==> src/sv/mkte_pkg.sv <==
`default_nettype none

package mkte_pkg;

	// Reset value of the repeat timeout
	localparam logic [15:0] TIMEOUT_RESET = 16'd1000;

	// Offset between lower and upper case ASCII letters
	localparam logic [7:0] CASE_OFFSET = 8'd32;

	// Marks a key code that belongs to no key
	localparam logic [3:0] SLOT_NONE = 4'd15;

	typedef enum logic [1:0] {
		CMD_PRESS     = 2'd0,
		CMD_BACKSPACE = 2'd1,
		CMD_TOGGLE    = 2'd2
	} cmd_t;

	typedef enum logic [2:0] {
		ST_IGNORED  = 3'd0,
		ST_APPENDED = 3'd1,
		ST_REPLACED = 3'd2,
		ST_DELETED  = 3'd3,
		ST_FULL     = 3'd4,
		ST_TOGGLED  = 3'd5
	} status_t;

	typedef struct packed {
		logic [1:0]  command;
		logic [7:0]  key_code;
		logic [7:0]  field_id;
		logic [31:0] time_ms;
		logic [15:0] text_length;
		logic [15:0] buffer_capacity;
	} in_t;

	typedef struct packed {
		logic [2:0]  status;
		logic [7:0]  out_char;
		logic [15:0] position;
		logic        uppercase_now;
	} out_t;

	typedef struct packed {
		logic        cycle_active;
		logic [7:0]  active_key;
		logic [1:0]  cycle_index;
		logic [15:0] edit_position;
		logic [31:0] last_press_ms;
		logic [7:0]  current_field;
		logic        uppercase_mode;
	} state_t;

	// Map a key code to its slot in the letter table
	function automatic logic [3:0] key_slot(input logic [7:0] k);
		logic [3:0] s;
		if (k >= "1" && k <= "9") begin
			s = 4'(k - "1");
		end else if (k == "0") begin
			s = 4'd9;
		end else if (k == "*") begin
			s = 4'd10;
		end else begin
			s = SLOT_NONE;
		end
		return s;
	endfunction

	// Number of letters on a key
	function automatic logic [2:0] seq_len(input logic [3:0] slot);
		logic [2:0] n;
		case (slot)
			4'd0:    n = 3'd1;
			4'd6:    n = 3'd4;
			4'd8:    n = 3'd4;
			4'd9:    n = 3'd2;
			4'd10:   n = 3'd4;
			default: n = 3'd3;
		endcase
		return n;
	endfunction

	// Letter at a given cycle index of a key, zero past the end
	function automatic logic [7:0] seq_char(input logic [3:0] slot, input logic [1:0] idx);
		logic [31:0] row;
		case (slot)
			4'd0:    row = {"1", 24'd0};
			4'd1:    row = {"abc", 8'd0};
			4'd2:    row = {"def", 8'd0};
			4'd3:    row = {"ghi", 8'd0};
			4'd4:    row = {"jkl", 8'd0};
			4'd5:    row = {"mno", 8'd0};
			4'd6:    row = "pqrs";
			4'd7:    row = {"tuv", 8'd0};
			4'd8:    row = "wxyz";
			4'd9:    row = {" 0", 16'd0};
			4'd10:   row = ".,!?";
			default: row = 32'd0;
		endcase
		return row[(2'd3 - idx) * 8 +: 8];
	endfunction

endpackage

`default_nettype wire

==> src/sv/mkte_decode.sv <==
`default_nettype none

module mkte_decode (
	input  wire mkte_pkg::state_t state,
	input  wire mkte_pkg::in_t    item,
	input  wire [15:0]            timeout,
	output mkte_pkg::out_t        result,
	output mkte_pkg::state_t      next_state
);
	import mkte_pkg::*;

	logic [3:0]  slot;
	logic [2:0]  n;
	logic [31:0] gap;
	logic [2:0]  idx_inc;
	logic [1:0]  idx_next;
	logic [7:0]  raw_char;
	logic [15:0] len_m1;
	logic        is_repeat;
	logic        full;
	logic        done;
	state_t      st;
	state_t      cleared;
	status_t     status;
	logic [7:0]  ch;
	logic [15:0] pos;

	// Derive key slot, letter count, length minus one and the full flag
	always_comb begin
		slot     = key_slot(item.key_code);
		n        = seq_len(slot);
		len_m1   = item.text_length - 16'd1;
		full     = ({1'b0, item.text_length} + 17'd1) >= {1'b0, item.buffer_capacity};
	end

	// Sequence the event against the current state
	always_comb begin
		cleared                = state;
		cleared.cycle_active   = 1'b0;
		cleared.active_key     = '0;
		cleared.cycle_index    = '0;
		cleared.edit_position  = '0;
		cleared.last_press_ms  = '0;

		st        = state;
		status    = ST_IGNORED;
		ch        = '0;
		pos       = '0;
		gap       = '0;
		idx_inc   = '0;
		idx_next  = '0;
		raw_char  = '0;
		is_repeat = 1'b0;
		done      = 1'b0;

		case (item.command)
			CMD_PRESS: begin
				if (item.buffer_capacity == 16'd0) begin
					status = ST_FULL;
				end else if (slot != SLOT_NONE) begin
					// Adopt a new field with a fresh cycle
					if (state.current_field != item.field_id) begin
						st               = cleared;
						st.current_field = item.field_id;
					end
					gap       = item.time_ms - st.last_press_ms;
					is_repeat = st.cycle_active && st.active_key == item.key_code
						&& gap <= {16'd0, timeout};
					if (is_repeat) begin
						idx_inc        = {1'b0, st.cycle_index} + 3'd1;
						idx_next       = (idx_inc >= n) ? 2'd0 : idx_inc[1:0];
						st.cycle_index = idx_next;
						if (st.edit_position < item.text_length) begin
							raw_char         = seq_char(slot, idx_next);
							pos              = st.edit_position;
							st.last_press_ms = item.time_ms;
							status           = ST_REPLACED;
							done             = 1'b1;
						end
					end
					if (!done) begin
						if (full) begin
							status = ST_FULL;
						end else begin
							raw_char         = seq_char(slot, 2'd0);
							pos              = item.text_length;
							st.cycle_active  = 1'b1;
							st.active_key    = item.key_code;
							st.cycle_index   = '0;
							st.edit_position = item.text_length;
							st.last_press_ms = item.time_ms;
							status           = ST_APPENDED;
						end
					end
					// Apply the case flag to letters
					if (status == ST_APPENDED || status == ST_REPLACED) begin
						if (st.uppercase_mode && raw_char >= "a" && raw_char <= "z") begin
							ch = raw_char - CASE_OFFSET;
						end else begin
							ch = raw_char;
						end
					end
				end
			end
			CMD_BACKSPACE: begin
				if (item.text_length == 16'd0) begin
					st = cleared;
				end else begin
					status = ST_DELETED;
					pos    = len_m1;
					if (state.cycle_active && state.current_field == item.field_id
						&& state.edit_position >= len_m1) begin
						st = cleared;
					end
				end
			end
			CMD_TOGGLE: begin
				st                = cleared;
				st.uppercase_mode = !state.uppercase_mode;
				status            = ST_TOGGLED;
			end
			default: begin
				st = state;
			end
		endcase

		next_state           = st;
		result.status        = status;
		result.out_char      = ch;
		result.position      = pos;
		result.uppercase_now = st.uppercase_mode;
	end

endmodule

`default_nettype wire

==> src/sv/multitap_keypad_text_entry_unit.sv <==
// Multi-tap phone keypad decoder.
// Input channel (in_valid/in_ready/in_data) carries one key press, backspace
// or case toggle per request, with field id, timestamp and the host buffer's
// length and capacity. Output channel (out_valid/out_ready/out_data) returns
// exactly one edit command per request: ignored, append, replace, delete,
// full or case toggled, plus the case flag after the event.
// Configuration channel (cfg_valid/cfg_ready/cfg_data) writes the repeat
// timeout in ms; it is always ready and should be written only while idle.
// A request accepted into the input register is decoded into the output
// register once that register is free or drains; one request per cycle
// when not stalled. The decode reads the edit state written by the previous
// request in the same cycle it moves to the output register.
// Receiver stall: the output register holds its result; the input register
// keeps one more request, then in_ready drops until out_ready returns.
// Reset: empty pipeline, cleared edit state, lower case, timeout 1000 ms.
`default_nettype none

module multitap_keypad_text_entry_unit (
	input  wire                 clk,
	input  wire                 arst_n,
	input  wire                 in_valid,
	output logic                in_ready,
	input  wire mkte_pkg::in_t  in_data,
	output logic                out_valid,
	input  wire                 out_ready,
	output mkte_pkg::out_t      out_data,
	input  wire                 cfg_valid,
	output logic                cfg_ready,
	input  wire [15:0]          cfg_data
);
	import mkte_pkg::*;

	logic        valid_s1;
	in_t         item_s1;
	logic        valid_s2;
	out_t        result_s2;
	state_t      state_q;
	logic [15:0] timeout_q;
	out_t        result;
	state_t      next_state;
	logic        advance;

	// Move stage 1 forward when the output register is free or drains
	assign advance   = valid_s1 && (!valid_s2 || out_ready);
	assign in_ready  = !valid_s1 || advance;
	assign cfg_ready = 1'b1;
	assign out_valid = valid_s2;
	assign out_data  = result_s2;

	mkte_decode u_decode (
		.state      (state_q),
		.item       (item_s1),
		.timeout    (timeout_q),
		.result     (result),
		.next_state (next_state)
	);

	// Hold the timeout register
	always_ff @(posedge clk or negedge arst_n) begin
		if (!arst_n) begin
			timeout_q <= TIMEOUT_RESET;
		end else if (cfg_valid && cfg_ready) begin
			timeout_q <= cfg_data;
		end
	end

	// Advance pipeline valids and the edit state
	always_ff @(posedge clk or negedge arst_n) begin
		if (!arst_n) begin
			valid_s1 <= 1'b0;
			valid_s2 <= 1'b0;
			state_q  <= '0;
		end else begin
			if (in_ready) begin
				valid_s1 <= in_valid;
			end
			if (advance) begin
				valid_s2 <= 1'b1;
				state_q  <= next_state;
			end else if (out_ready) begin
				valid_s2 <= 1'b0;
			end
		end
	end

	// Capture payloads
	always_ff @(posedge clk) begin
		if (in_valid && in_ready) begin
			item_s1 <= in_data;
		end
		if (advance) begin
			result_s2 <= result;
		end
	end

endmodule

`default_nettype wire

==> config.mk <==
export PLATFORM = sky130hd
export DESIGN_NAME = multitap_keypad_text_entry_unit
export DESIGN_NICKNAME = d
export VERILOG_FILES = /design/src/sv/mkte_pkg.sv /design/src/sv/mkte_decode.sv /design/src/sv/multitap_keypad_text_entry_unit.sv
export SDC_FILE = /design/constraint.sdc
export NUM_CORES = 1
export LEC_CHECK = 0
export BUFFER_PORTS_ARGS = -buffer_cell sky130_fd_sc_hd__buf_2
export CAP_MARGIN = 10
export CORE_UTILIZATION = 30
export CTS_CLUSTER_DIAMETER = 40
export CTS_CLUSTER_SIZE = 20
export DETAILED_ROUTE_END_ITERATION = 7
export PLACE_DENSITY_LB_ADDON = 0.08
export SYNTH_ARGS = -nofsm -noshare
export SYNTH_HDL_FRONTEND = slang
export SYNTH_SLANG_ARGS = --single-unit
==> constraint.sdc <==
create_clock -name clk -period 14.1 [get_ports clk]
set_input_delay 0 -clock clk [delete_from_list [all_inputs] [get_ports clk]]
set_output_delay 0 -clock clk [all_outputs]
set_load 0.05 [all_outputs]
=== Word-level counts from Yosys, hierarchy flattened ===
Memories as Yosys holds them, arrays and structs flattened.
Cells that the tools add are included.

* Bits in registers: 196
* Bits in read-only memories: 896
* Input port bits: 103
* Output and inout bits: 31
* Word-level logic and storage cells: 145
* Memories kept: 2

{| class="wikitable"
|+ Memories
! name !! depth !! width !! rd ports !! clocked after memory_dff !! wr ports !! line !! RTL
|-
| (name not given) || 16 || 28 || 1 || 0 || 0 || mkte_pkg.sv:87 || <nowiki>case (slot)</nowiki>
|-
| (name not given) || 16 || 28 || 1 || 0 || 0 || mkte_pkg.sv:87 ||
|}

* $add $sub $neg: 7
* $lt $le $gt $ge: 9
* Equality and inequality tests: 17
* Shift-type cells: 1
* Multiplexer cells: 58
* Bitwise logic cells: 6
* Reduce and logical (&&, ||, !) cells: 25

{| class="wikitable"
|+ Operators by type and width
! kind !! count
|-
| 68-bit 2-to-1 mux || 8
|-
| 32-bit 2-to-1 mux || 7
|-
| 68-bit one-hot mux with 3 select lines || 1
|-
| 59-bit 2-to-1 mux || 2
|-
| 16-bit 2-to-1 mux || 7
|-
| 8-bit 2-to-1 mux || 8
|-
| 32-bit by 33-bit indexed part select with 8-bit output || 1
|-
| 32-bit by 16-bit <= comparator with 1-bit output || 1
|-
| 16-bit zero test || 2
|-
| 16-bit one-hot mux with 2 select lines || 1
|-
| 32-bit subtractor || 1
|-
| 3-bit 2-to-1 mux || 9
|-
| 3-bit one-hot mux with 3 select lines || 2
|-
| 16-bit by 1-bit adder with 17-bit output (second input constant) || 1
|-
| 17-bit by 16-bit >= comparator with 1-bit output || 1
|-
| 8-bit by 6-bit equality test with 1-bit output (second input constant) || 2
|-
| 8-bit equality test || 2
|-
| 16-bit >= comparator || 1
|-
| 16-bit < comparator || 1
|-
| 16-bit by 1-bit subtractor with 16-bit output (second input constant) || 1
|-
| 4-bit equality test (second input constant) || 3
|-
| 1-bit logical AND || 9
|-
| 8-bit by 6-bit >= comparator with 1-bit output (second input constant) || 1
|-
| 8-bit by 7-bit >= comparator with 1-bit output (second input constant) || 1
|-
| other kinds (31) || 50
|}

=== Longest topological paths before layout ===
Gate-level depths: netlist of the first run.

* Word-level depth: 27
* Depth in mapped cells: 26
* Gate-level depth less buffers: 24

=== By module ===
Synthesis of the first run repeated with hierarchy kept, for this count alone.

* Cells, all modules: 1354
* Area total of the unflattened synthesis: 13725.7 um^2

{| class="wikitable"
|+ By module, submodules not included
! module !! times used !! cells an instance !! area an instance (um^2) !! seq. area each (um^2)
|-
| mkte_decode || 1 || 1056 || 7159.4 || 0.0
|-
| multitap_keypad_text_entry_unit || 1 || 298 || 6566.3 || 5462.7
|}

=== Worst setup path before layout of the first run ===
OpenSTA, ideal clock, no wires.

* Path type: reg-to-reg
* Start: register item_s1[71] (netlist bit)
* End: register result_s2 (netlist bit out_data[23]), data pin
* Arrival time: 5.646 ns
* Required time: 13.841 ns
* Slack: 8.195 ns
* Stages on the path, launching flop included: 24
* Cell sequence: edfxtp_1 xor2_1 nor4_4 and2_1 buf_2 buf_1 nand2_1 ha_1 o211ai_1 a21oi_1 o2111ai_1 o21bai_1 xor2_1 ha_1 nand4_1 or2_2 o32a_1 nor2_1 or4b_1 nor4_4 mux2i_1 ha_1 nand2_1 o31a_1

* Longest elaborated chain between the ends: 21
* Elaborated cells on any way between the ends: 45
* Classes of those cells: 4 x add/sub; 5 x order compare; 4 x eq/ne; 1 x shift; 24 x mux; 1 x bitwise; 6 x reduce/logical

{| class="wikitable"
|+ RTL lines
! what !! line !! RTL
|-
| from (decl) || multitap_keypad_text_entry_unit.sv:34 || <nowiki>in_t item_s1;</nowiki>
|-
| from (signal assigned) || multitap_keypad_text_entry_unit.sv:89 || <nowiki>item_s1 <= in_data;</nowiki>
|-
| 8-bit != test (*) || mkte_decode.sv:62 || <nowiki>if (state.current_field != item.field_id) begin</nowiki>
|-
| 68-bit 2-to-1 mux (*) || mkte_decode.sv:62 ||
|-
| 68-bit 2-to-1 mux (*) || mkte_decode.sv:60 || <nowiki>end else if (slot != SLOT_NONE) begin</nowiki>
|-
| 68-bit 2-to-1 mux (*) || mkte_decode.sv:58 || <nowiki>if (item.buffer_capacity == 16'd0) begin</nowiki>
|-
| 68-bit 2-to-1 mux (*) || mkte_decode.sv:56 || <nowiki>case (item.command)</nowiki>
|-
| parallel branches: the longest is 16 deep, another holds 32-bit subtractor || - ||
|-
| to (signal assigned) || multitap_keypad_text_entry_unit.sv:92 || <nowiki>result_s2 <= result;</nowiki>
|-
| to (decl) || multitap_keypad_text_entry_unit.sv:36 || <nowiki>out_t result_s2;</nowiki>
|}

Every way passes the cells marked *. The select of a mux whose other input is x is not followed.
A chain may end at the register's enable or synchronous reset.

=== Final worst setup path of the first run ===
* Start: register item_s1[67] (netlist bit)
* End: register result_s2 (netlist bit out_data[23]), data pin

The elaborated chain is that of the path after synthesis.

==> results.json, run 1 <==
{
  "crit_buf_inv": 2,
  "reg2reg_slack_ns": 7.11,
  "place.gp.congestion": 0.887,
  "path_delay_family": "simple AND/OR/NAND/NOR gates",
  "synthFlopType": "edfxtp_1",
  "antenna_found_initial": 0,
  "synth_top_area_cell": "edfxtp_1",
  "slew_violations": 0,
  "coreArea_sq_um": 42000,
  "clockRootBuffer": "clkbuf_16",
  "yosysSeqAreaShare_pct": 42.7,
  "numClockSinks": 196,
  "hp-start": "cfg_valid",
  "crit_chain": "xor2_1 -> nor4_4 -> and2_1 -> buf_4 -> nand2_1 -> ha_1 -> o211ai_1 -> a21oi_1 -> o2111ai_1 -> o21bai_1 -> xor2_1 -> ha_1 -> nand4_1 -> or2_2 -> o32a_1 -> nor2_1 -> or4b_1 -> nor4_4 -> buf_4 -> mux2i_1 -> ha_1 -> nand2_1 -> o31a_1",
  "cellPowerDensity_nw_per_um2": 91.5,
  "relSlewSlack_pct": 29.1,
  "status": "finished, final reports clean",
  "start_util_pct": 30.4,
  "wirelength_um": 38600,
  "syn-cell-area_sq_um": 12800,
  "power_mw": 1.42,
  "cts_buffers": 17,
  "grt_pass1_wl_um": 60900,
  "chipWidth_um": 208,
  "cpMostUsedCell": "ha_1",
  "vias_per_cell": 5.13,
  "first_global_vias": 10748,
  "maxCapViolCount": 0,
  "overflow": 0,
  "crit_start": "item_s1[67]",
  "startpoint_type": "register",
  "netlist_instances": 1287,
  "ys_types": 86,
  "grt_use_total_pct": 18.3,
  "synth_nets": 1505,
  "drtPass1Iterations": 5,
  "io_buffers": 132,
  "rsz0062_at_grt": "false",
  "tightestPinTransition_ns": 1.06,
  "fin_crit_ns": 6.99,
  "async_flop_share_pct": 43.9,
  "cpPeakStageDelay_ns": 0.89,
  "antenna_cells": 0,
  "worstReg2RegStart": "item_s1[67]",
  "area_growth_pct": 21.7,
  "fin_worst_skew_ns": 0.0210,
  "dieArea_sq_um": 43500,
  "final_nets": 1713,
  "ys_seq_elements": 196,
  "layout-drive-gt1-share_pct": 13.5,
  "die_h_um": 208,
  "rr_endpoint": "out_data[23]",
  "dr_total_vias": 10494,
  "io-pin-count": 134,
  "clockBufferDepth": 2,
  "final_hold_viol_count": 0,
  "setup_violations": 0,
  "synth_area_per_cell_sq_um": 9.94,
  "synth-edff-count": 110,
  "clk_pin_slew_ns": 0.08,
  "grt_max_degree": 50,
  "holdCritPathClass": "in -> reg",
  "ir_drop_mv": 0.0701,
  "clock_latency_ns": 0.47,
  "drtIter0Drc": 593,
  "h-tree-depth": 4,
  "drc_errors": 0,
  "crit_cells": 23,
  "cts_tree": "built",
  "setup-tns-final_ns": 0,
  "crit_type": "reg -> reg",
  "num_rows": 75,
  "cp_max_fo": 28,
  "antenna_left": 0,
  "min_period_over_period_pct": 49.6,
  "cp_slowest_cell": "nor4_4",
  "worst_setup_path_end_kind": "register",
  "required_ns": 14.31,
  "crit_path_end": "out_data[23]",
  "routedWlPerCell_um": 18.9,
  "cp.arrival_ns": 7.20,
  "synth_area_leaders": "edfxtp_1 26%, dfrtp_1 16%, ha_1 11%, nand2_1 3.9%, a22o_1 3.9%",
  "clock.fmax_mhz": 143,
  "r2r_cells": 23,
  "dp_hpwl_um": 28300,
  "yosysTopAreaCellShare_pct": 25.8,
  "p_leak_nw": 6.57,
  "yosysWarnings": 0
}
## worst min-delay path by stage
stage                         endpoint  slack, ns  cells after the start
after floorplan              out_valid      -0.30                      0
after global placement    timeout_q[1]      0.009                      1
after detailed placement  timeout_q[1]       0.02                      1
after CTS                 timeout_q[1]      0.003                      3
after global routing      timeout_q[8]       0.04                      3
final                     timeout_q[8]       0.02                      3
## cell usage in the layout (no fill, tap or decap), types with 34 or more instances in the layout
cell / netlist / final
nand2_1: 134 / 134
buf_2: 11 / 131
ha_1: 114 / 114
dlygate4sd3_1: 0 / 110
edfxtp_1: 110 / 110
dfrtp_1: 80 / 80
a21oi_1: 75 / 75
inv_1: 71 / 71
nor2_1: 71 / 71
o21ai_0: 61 / 61
a22o_1: 57 / 57
xnor2_1: 52 / 52
nand3_1: 34 / 34
## cells in the mapped netlist, drive strengths merged, types with 5 or more instances
library cell,number
clkbuf,36
ha,114
o22ai,18
o31ai,5
xnor2,52
nor2b,8
and3,19
o211ai,9
buf,27
xor2,20
o21a,10
nor2,71
mux2i,23
a41oi,8
o21ai,68
a211oi,7
nand3,34
and2,12
a22o,57
edfxtp,110
o21bai,9
nor4,22
nor3,23
nand4,28
nand2b,14
a31oi,11
dfstp,6
inv,71
nand2,134
a21o,27
dfrtp,80
a21oi,76
## stage by stage
stage                     hold slack [ns]  instances  worst slack [ns]  cell area, sq um  utilization (%)
after floorplan                    -0.296       1287              8.19             12800                -
after global placement            0.00921       1905              7.34             13900             33.1
after detailed placement           0.0189       1905              7.12             13900             33.1
after CTS                         0.00326       2047              7.07             15600             37.0
after global routing               0.0368       2047              6.72             15600             37.0
final                              0.0199       2047              7.11             15600             37.0
## registers in the layout (all words and copies together) (netlist names)
register / count
out_valid: 1
timeout_q: 16
state_q: 68
valid_s1: 1
item_s1: 82
out_data: 28
## tightest hold or removal path: stages
cell and delay [ns]:
buf_2 0.25, nand2_1 0.13, o21ai_0 0.08
## kinds of logic after synthesis
| group | count (synthesis) | share of synthesized area, % |
|---|---|---|
| xor gates and xnor gates | 72 | 4.93 |
| other | 1 | 0.0293 |
| adders and majority gates | 115 | 11.3 |
| buffers and inverters | 134 | 4.45 |
| and+or+nand+nor | 391 | 15.4 |
| AOI/OAI and AO/OA | 351 | 19.0 |
| muxes | 27 | 2.15 |
| DFF | 196 | 42.7 |
## area by class of cell
cell class	count	area (sq um)
Inverter	71	267
Tap cell	539	674
Clock buffer	19	443
Fill cell	4275	26500
Sequential cell	196	5460
Clock inverter	13	124
Timing Repair Buffer	252	1840
Multi-Input combinational cell	957	6760
## report_power, final
part,switching [mW],internal [mW]
clock network,0.237,0.251
logic,0.158,0.104
registers,0.0288,0.646
total,0.424,1.00
## metal layers
| layer | global-route usage (%) | up-vias | wire, um | share of wire [%] |
|---|---|---|---|---|
| met3 | 3.18 | 46 | 1150 | 3.0 |
| li1 | - | 5178 | - | - |
| met4 | 6.59 | 0 | 996 | 2.6 |
| met2 | 31.8 | 189 | 19300 | 50 |
| met5 | 0 | - | 0 | 0 |
| met1 | 22.5 | 5081 | 17200 | 45 |
## timing repair
action / in CTS / in global routing
endpoints found under the setup margin: 0 / 0
buffers inserted: 0 / 0
hold buffers: 110 / 0
resized for setup: 0 / 0
endpoints found under the hold margin: 137 / 0
(Power assumes the default switching activity.)
==> run 2: changes to the inputs <==
- clock period: 14.1 -> 5.96 ns (I/O delays scaled with it)
==> results.json, run 2 (synthesis results as in run 1) <==
{
  "die_h_um": 208,
  "reg2reg_slack_ns": 0.27,
  "coreArea_sq_um": 42000,
  "largest_reg_flops": 82,
  "finalWorstSetupSlack_ns": 0.272,
  "first_global_vias": 11150,
  "h-tree-depth": 4,
  "relSlewSlack_pct": 40.0,
  "startpoint_type": "register",
  "clock_latency_ns": 0.47,
  "top_register": "item_s1",
  "grt_use_total_pct": 18.9,
  "clk_pin_slew_ns": 0.08,
  "crit_chain": "xor2_2 -> nor4_4 -> and2_4 -> buf_12 -> nand2_1 -> ha_1 -> a21oi_1 -> nand2_1 -> o2111ai_1 -> o21bai_1 -> xor2_1 -> ha_1 -> nand4_1 -> or2_2 -> o32a_1 -> nor2_1 -> or4b_4 -> nor4_4 -> buf_6 -> buf_8 -> mux2_2 -> nor3_1 -> o2111a_1",
  "antenna_cells": 0,
  "num_rows": 75,
  "fin_crit_ns": 5.69,
  "routedWlPerCell_um": 19.2,
  "multiInputGateArea_sq_um": 6900,
  "layout_commonest_cell": "nand2_1",
  "vias_per_cell": 5.12,
  "dp_hpwl_um": 29400,
  "chipWidth_um": 208,
  "tightestPinTransition_ns": 0.899,
  "antenna_found_initial": 0,
  "required_ns": 6.30,
  "postPlaceCellArea_sq_um": 14200,
  "clockBufferDepth": 2,
  "place_ws_ns": 0.0885,
  "clockRootBuffer": "clkbuf_16",
  "grt_max_degree": 53,
  "layout-drive-gt1-share_pct": 17.6,
  "drtPass1Iterations": 7,
  "overflow": 0,
  "status": "finished, final reports clean",
  "setup_violations": 0,
  "dieArea_sq_um": 43500,
  "power_mw": 3.40,
  "place.gp.congestion": 0.878,
  "layout_common_cells": "133 x nand2_1, 131 x buf_2, 112 x dlygate4sd3_1, 111 x ha_1, 110 x edfxtp_1",
  "final_nets": 1757,
  "fin_worst_skew_ns": 0.0163,
  "cp.arrival_ns": 6.03,
  "io-pin-count": 134,
  "cp_max_fo": 14,
  "cpPeakStageDelay_ns": 0.48,
  "nFillCells": 4223,
  "clock.fmax_mhz": 176,
  "crit_type": "reg -> reg",
  "worst_setup_path_end_kind": "register",
  "holdCritPathClass": "in -> async",
  "area_growth_pct": 26.3,
  "cp_slowest_cell": "or4b_4",
  "wirelength_um": 40200,
  "p_leak_nw": 6.82,
  "maxCapViolCount": 0,
  "cellPowerDensity_nw_per_um2": 210,
  "drc_errors": 0,
  "fin_area_sq_um": 16200,
  "slew_violations": 0,
  "numClockSinks": 196,
  "antenna_left": 0,
  "min_period_over_period_pct": 95.4,
  "cts_buffers": 17,
  "drtIter0Drc": 526,
  "dr_total_vias": 10707,
  "io_buffers": 132,
  "start_util_pct": 30.4,
  "cts_tree": "built",
  "seqCellArea_sq_um": 5460,
  "grt_pass1_wl_um": 63300,
  "ir_drop_mv": 0.163,
  "final_hold_viol_count": 0
}
-- run 2: changes by cell type in the layout (fill, tap and decap cells not counted), sizes merged --
| cell | change |
|---|---|
| bufinv | -1 |
| buf | +41 |
| clkinv | -2 |
| inv | +3 |
| dlygate4sd3 | +2 |
| clkinvlp | +1 |
-- run 2: area by class of cell --
type | count | area share, %
Multi-Input combinational cell | 957 | 42.7
Clock inverter | 14 | 0.860
Inverter | 71 | 1.65
Clock buffer | 18 | 2.66
Tap cell | 539 | 4.17
Sequential cell | 196 | 33.8
Timing Repair Buffer | 296 | 14.1
-- run 2: stage by stage --
stage,util [%],TNS (ns),hold slack [ns],cells
CTS,37.8,0,0.00167,2081
global placement,33.8,0,-0.0140,1937
floorplan,-,0,-0.296,1287
finish,38.4,0,0.0260,2091
global route,38.4,-0.00956,0.0354,2091
detailed placement,33.8,0,-0.00920,1937
-- run 2: where the power goes --
part           total (mW)  internal, mW  switching [mW]
Combinational       0.645         0.262           0.384
Clock                1.16         0.557           0.601
Sequential           1.60          1.53          0.0699
Total                3.40          2.35            1.05
-- run 2: worst max-delay path: cells and delay by family (launching register included) --
kind            cells  cell delay (ns)
flops               1             0.45
compound gates      5             1.23
mux                 1             0.34
xor+xnor            2             0.38
buf+inv             3             0.44
fa+ha+maj           2             0.62
simple gates       10             2.07
-- run 2: final timing paths --
kind	start	end	cells after the start
max	item_s1[65]	out_data[24]	23
min	arst_n	timeout_q[1]	2
max reg2reg	item_s1[65]	out_data[24]	23
min reg2reg	valid_s1	out_valid	1
max in group asynchronous	arst_n	state_q[63]	3
min in group clk	cfg_valid	timeout_q[4]	2
-- run 2: routing by layer --
| layer | GRT usage (%) | part of all wire (%) | vias to the layer above |
|---|---|---|---|
| met5 | 0 | 0 | - |
| met3 | 2.79 | 2.3 | 29 |
| li1 | - | - | 5284 |
| met1 | 22.7 | 44 | 5227 |
| met4 | 4.96 | 1.3 | 0 |
| met2 | 34.7 | 52 | 167 |
-- run 2: repair_timing --
| action | in CTS | in global routing |
|---|---|---|
| setup endpoints to repair | 0 | 82 |
| gates resized for setup | 0 | 41 |
| hold endpoints to repair | 134 | 0 |
| buffers inserted | 0 | 9 |
| hold buffers | 112 | 0 |
==> run 3: changes to the inputs <==
==> constraint.sdc (replaced) <==
create_clock -name clk -period 5.96 [get_ports clk]
set_input_delay 1.192 -clock clk [delete_from_list [all_inputs] [get_ports clk]]
set_output_delay 1.192 -clock clk [all_outputs]
set_load 0.05 [all_outputs]
==> results.json, run 3 (synthesis results as in run 1) <==
{
  "status": "finished, final reports clean",
  "die_h_um": 208,
  "h-tree-depth": 4,
  "fin_worst_skew_ns": 0.0123,
  "drtPass1Iterations": 5,
  "fin_area_sq_um": 15000,
  "dr_total_vias": 10148,
  "maxCapViolCount": 0,
  "vias_per_cell": 5.14,
  "crit_path_end": "out_data[23]",
  "drc_errors": 0,
  "top_register": "item_s1",
  "cp.arrival_ns": 5.91,
  "io-pin-count": 134,
  "final_hold_viol_count": 0,
  "holdCritPathClass": "reg -> reg",
  "finalNonFillerCells": 1974,
  "layout-drive-gt1-share_pct": 18.7,
  "largest_reg_flops": 82,
  "drtIter0Drc": 517,
  "grt_max_degree": 49,
  "tightestPinTransition_ns": 0.901,
  "wl_met1_um": 16900,
  "p_leak_nw": 6.33,
  "rr_endpoint": "out_data[23]",
  "antenna_left": 0,
  "grt_pass1_wl_um": 60500,
  "cts_tree": "built",
  "clockRootBuffer": "clkbuf_16",
  "postPlaceCellArea_sq_um": 14200,
  "final_nets": 1640,
  "ir_drop_mv": 0.156,
  "r2r_cells": 23,
  "layout_commonest_cell": "nand2_1",
  "antenna_found_initial": 0,
  "worst_setup_path_end_kind": "register",
  "power_mw": 3.35,
  "routed-wl-met3_um": 999,
  "crit_start": "item_s1[72]",
  "clk_pin_slew_ns": 0.08,
  "wirelength_um": 38400,
  "startpoint_type": "register",
  "slew_violations": 0,
  "clock.fmax_mhz": 176,
  "antenna_cells": 0,
  "start_util_pct": 30.4,
  "chipWidth_um": 208,
  "cp_max_fo": 9,
  "clock_latency_ns": 0.47,
  "required_ns": 6.18,
  "routed.top_layer": "met4",
  "io_buffers": 132,
  "overflow": 0,
  "routedWlPerCell_um": 19.5,
  "clockBufferDepth": 2,
  "grt_use_total_pct": 18.1,
  "worstReg2RegStart": "item_s1[72]",
  "nFillCells": 4298,
  "crit_type": "reg -> reg",
  "layout_common_cells": "133 x nand2_1, 131 x buf_2, 112 x ha_1, 110 x edfxtp_1, 80 x dfrtp_1",
  "post-place-cells": 1937,
  "fin_crit_ns": 5.69,
  "min_period_over_period_pct": 95.5,
  "reg2reg_slack_ns": 0.27,
  "numClockSinks": 196,
  "coreArea_sq_um": 42000,
  "dieArea_sq_um": 43500,
  "dp_hpwl_um": 29100,
  "num_rows": 75,
  "relSlewSlack_pct": 39.9,
  "area_growth_pct": 17.0,
  "place.gp.congestion": 0.862,
  "dr_wl_met2_um": 20000,
  "cellPowerDensity_nw_per_um2": 224,
  "cts_buffers": 17,
  "setup_violations": 0,
  "first_global_vias": 10439
}
==> run 3: per-layer routing <==
metal | up-vias | track usage [%]
li1 | 5047 | -
met5 | - | 0
met4 | 0 | 4.60
met1 | 4895 | 22.0
met3 | 31 | 2.81
met2 | 175 | 32.9
==> run 3: metrics by stage <==
| step | TNS [ns] | hold slack (ns) | util (%) | setup slack [ns] |
|---|---|---|---|---|
| 5_1_grt | -0.0574 | 0.518 | 35.6 | -0.0574 |
| 4_1_cts | 0 | 0.494 | 35.2 | 0.0346 |
| 2_1_floorplan | 0 | 0.457 | - | 0.0546 |
| 3_3_place_gp | 0 | 0.472 | 33.8 | 0.120 |
| 6_report | 0 | 0.492 | 35.6 | 0.271 |
| 3_5_place_dp | 0 | 0.476 | 33.8 | 0.0621 |
==> run 3: worst min-delay path by stage <==
| stage | start | end | slack (ns) | cells after the start |
|---|---|---|---|---|
| CTS | state_q[7] | state_q[7] | 0.49 | 2 |
| floorplan | valid_s1 | out_valid | 0.46 | 1 |
| finish | valid_s1 | out_valid | 0.49 | 1 |
| detailed placement | valid_s1 | out_valid | 0.48 | 1 |
| global placement | state_q[4] | state_q[4] | 0.47 | 2 |
| global route | state_q[39] | state_q[39] | 0.52 | 1 |
==> run 3: timing repair <==
action | in CTS | in global routing
hold buffers | 0 | 0
hold endpoints to repair | 0 | 0
buffers inserted | 0 | 5
endpoints found under the setup margin | 0 | 83
gates resized for setup | 0 | 36
==> run 3: worst max-delay path, cell delays in order (launching register included) <==
cell	delay, ns
edfxtp_1	0.42
buf_4	0.17
ha_1	0.23
or2_2	0.30
a31o_2	0.32
a41o_1	0.32
nor3_1	0.38
o21ai_0	0.29
and2_1	0.23
a21boi_0	0.13
ha_1	0.28
nand2b_1	0.13
a21o_1	0.18
a21oi_2	0.19
a21boi_1	0.18
buf_4	0.19
mux2i_1	0.08
o21ai_0	0.22
a22o_1	0.27
nor2_1	0.07
and4b_1	0.25
a211oi_1	0.24
nor2_1	0.09
o31a_1	0.28
==> run 3: area by class of cell <==
cell class | count | area, sq um | share of cell area (%)
multi-input cells | 957 | 6900 | 46.1
clock inverters | 14 | 144 | 0.961
well taps | 539 | 674 | 4.51
flip-flops and latches | 196 | 5460 | 36.5
inverters | 71 | 267 | 1.78
repair buffers | 179 | 1100 | 7.33
clock buffers | 18 | 429 | 2.87
==> run 3: report_power, final <==
group,leakage [nW],internal (mW),switching [mW]
Clock,0.274,0.590,0.578
Sequential,2.22,1.53,0.0702
Combinational,3.84,0.211,0.370
Total,6.33,2.33,1.02
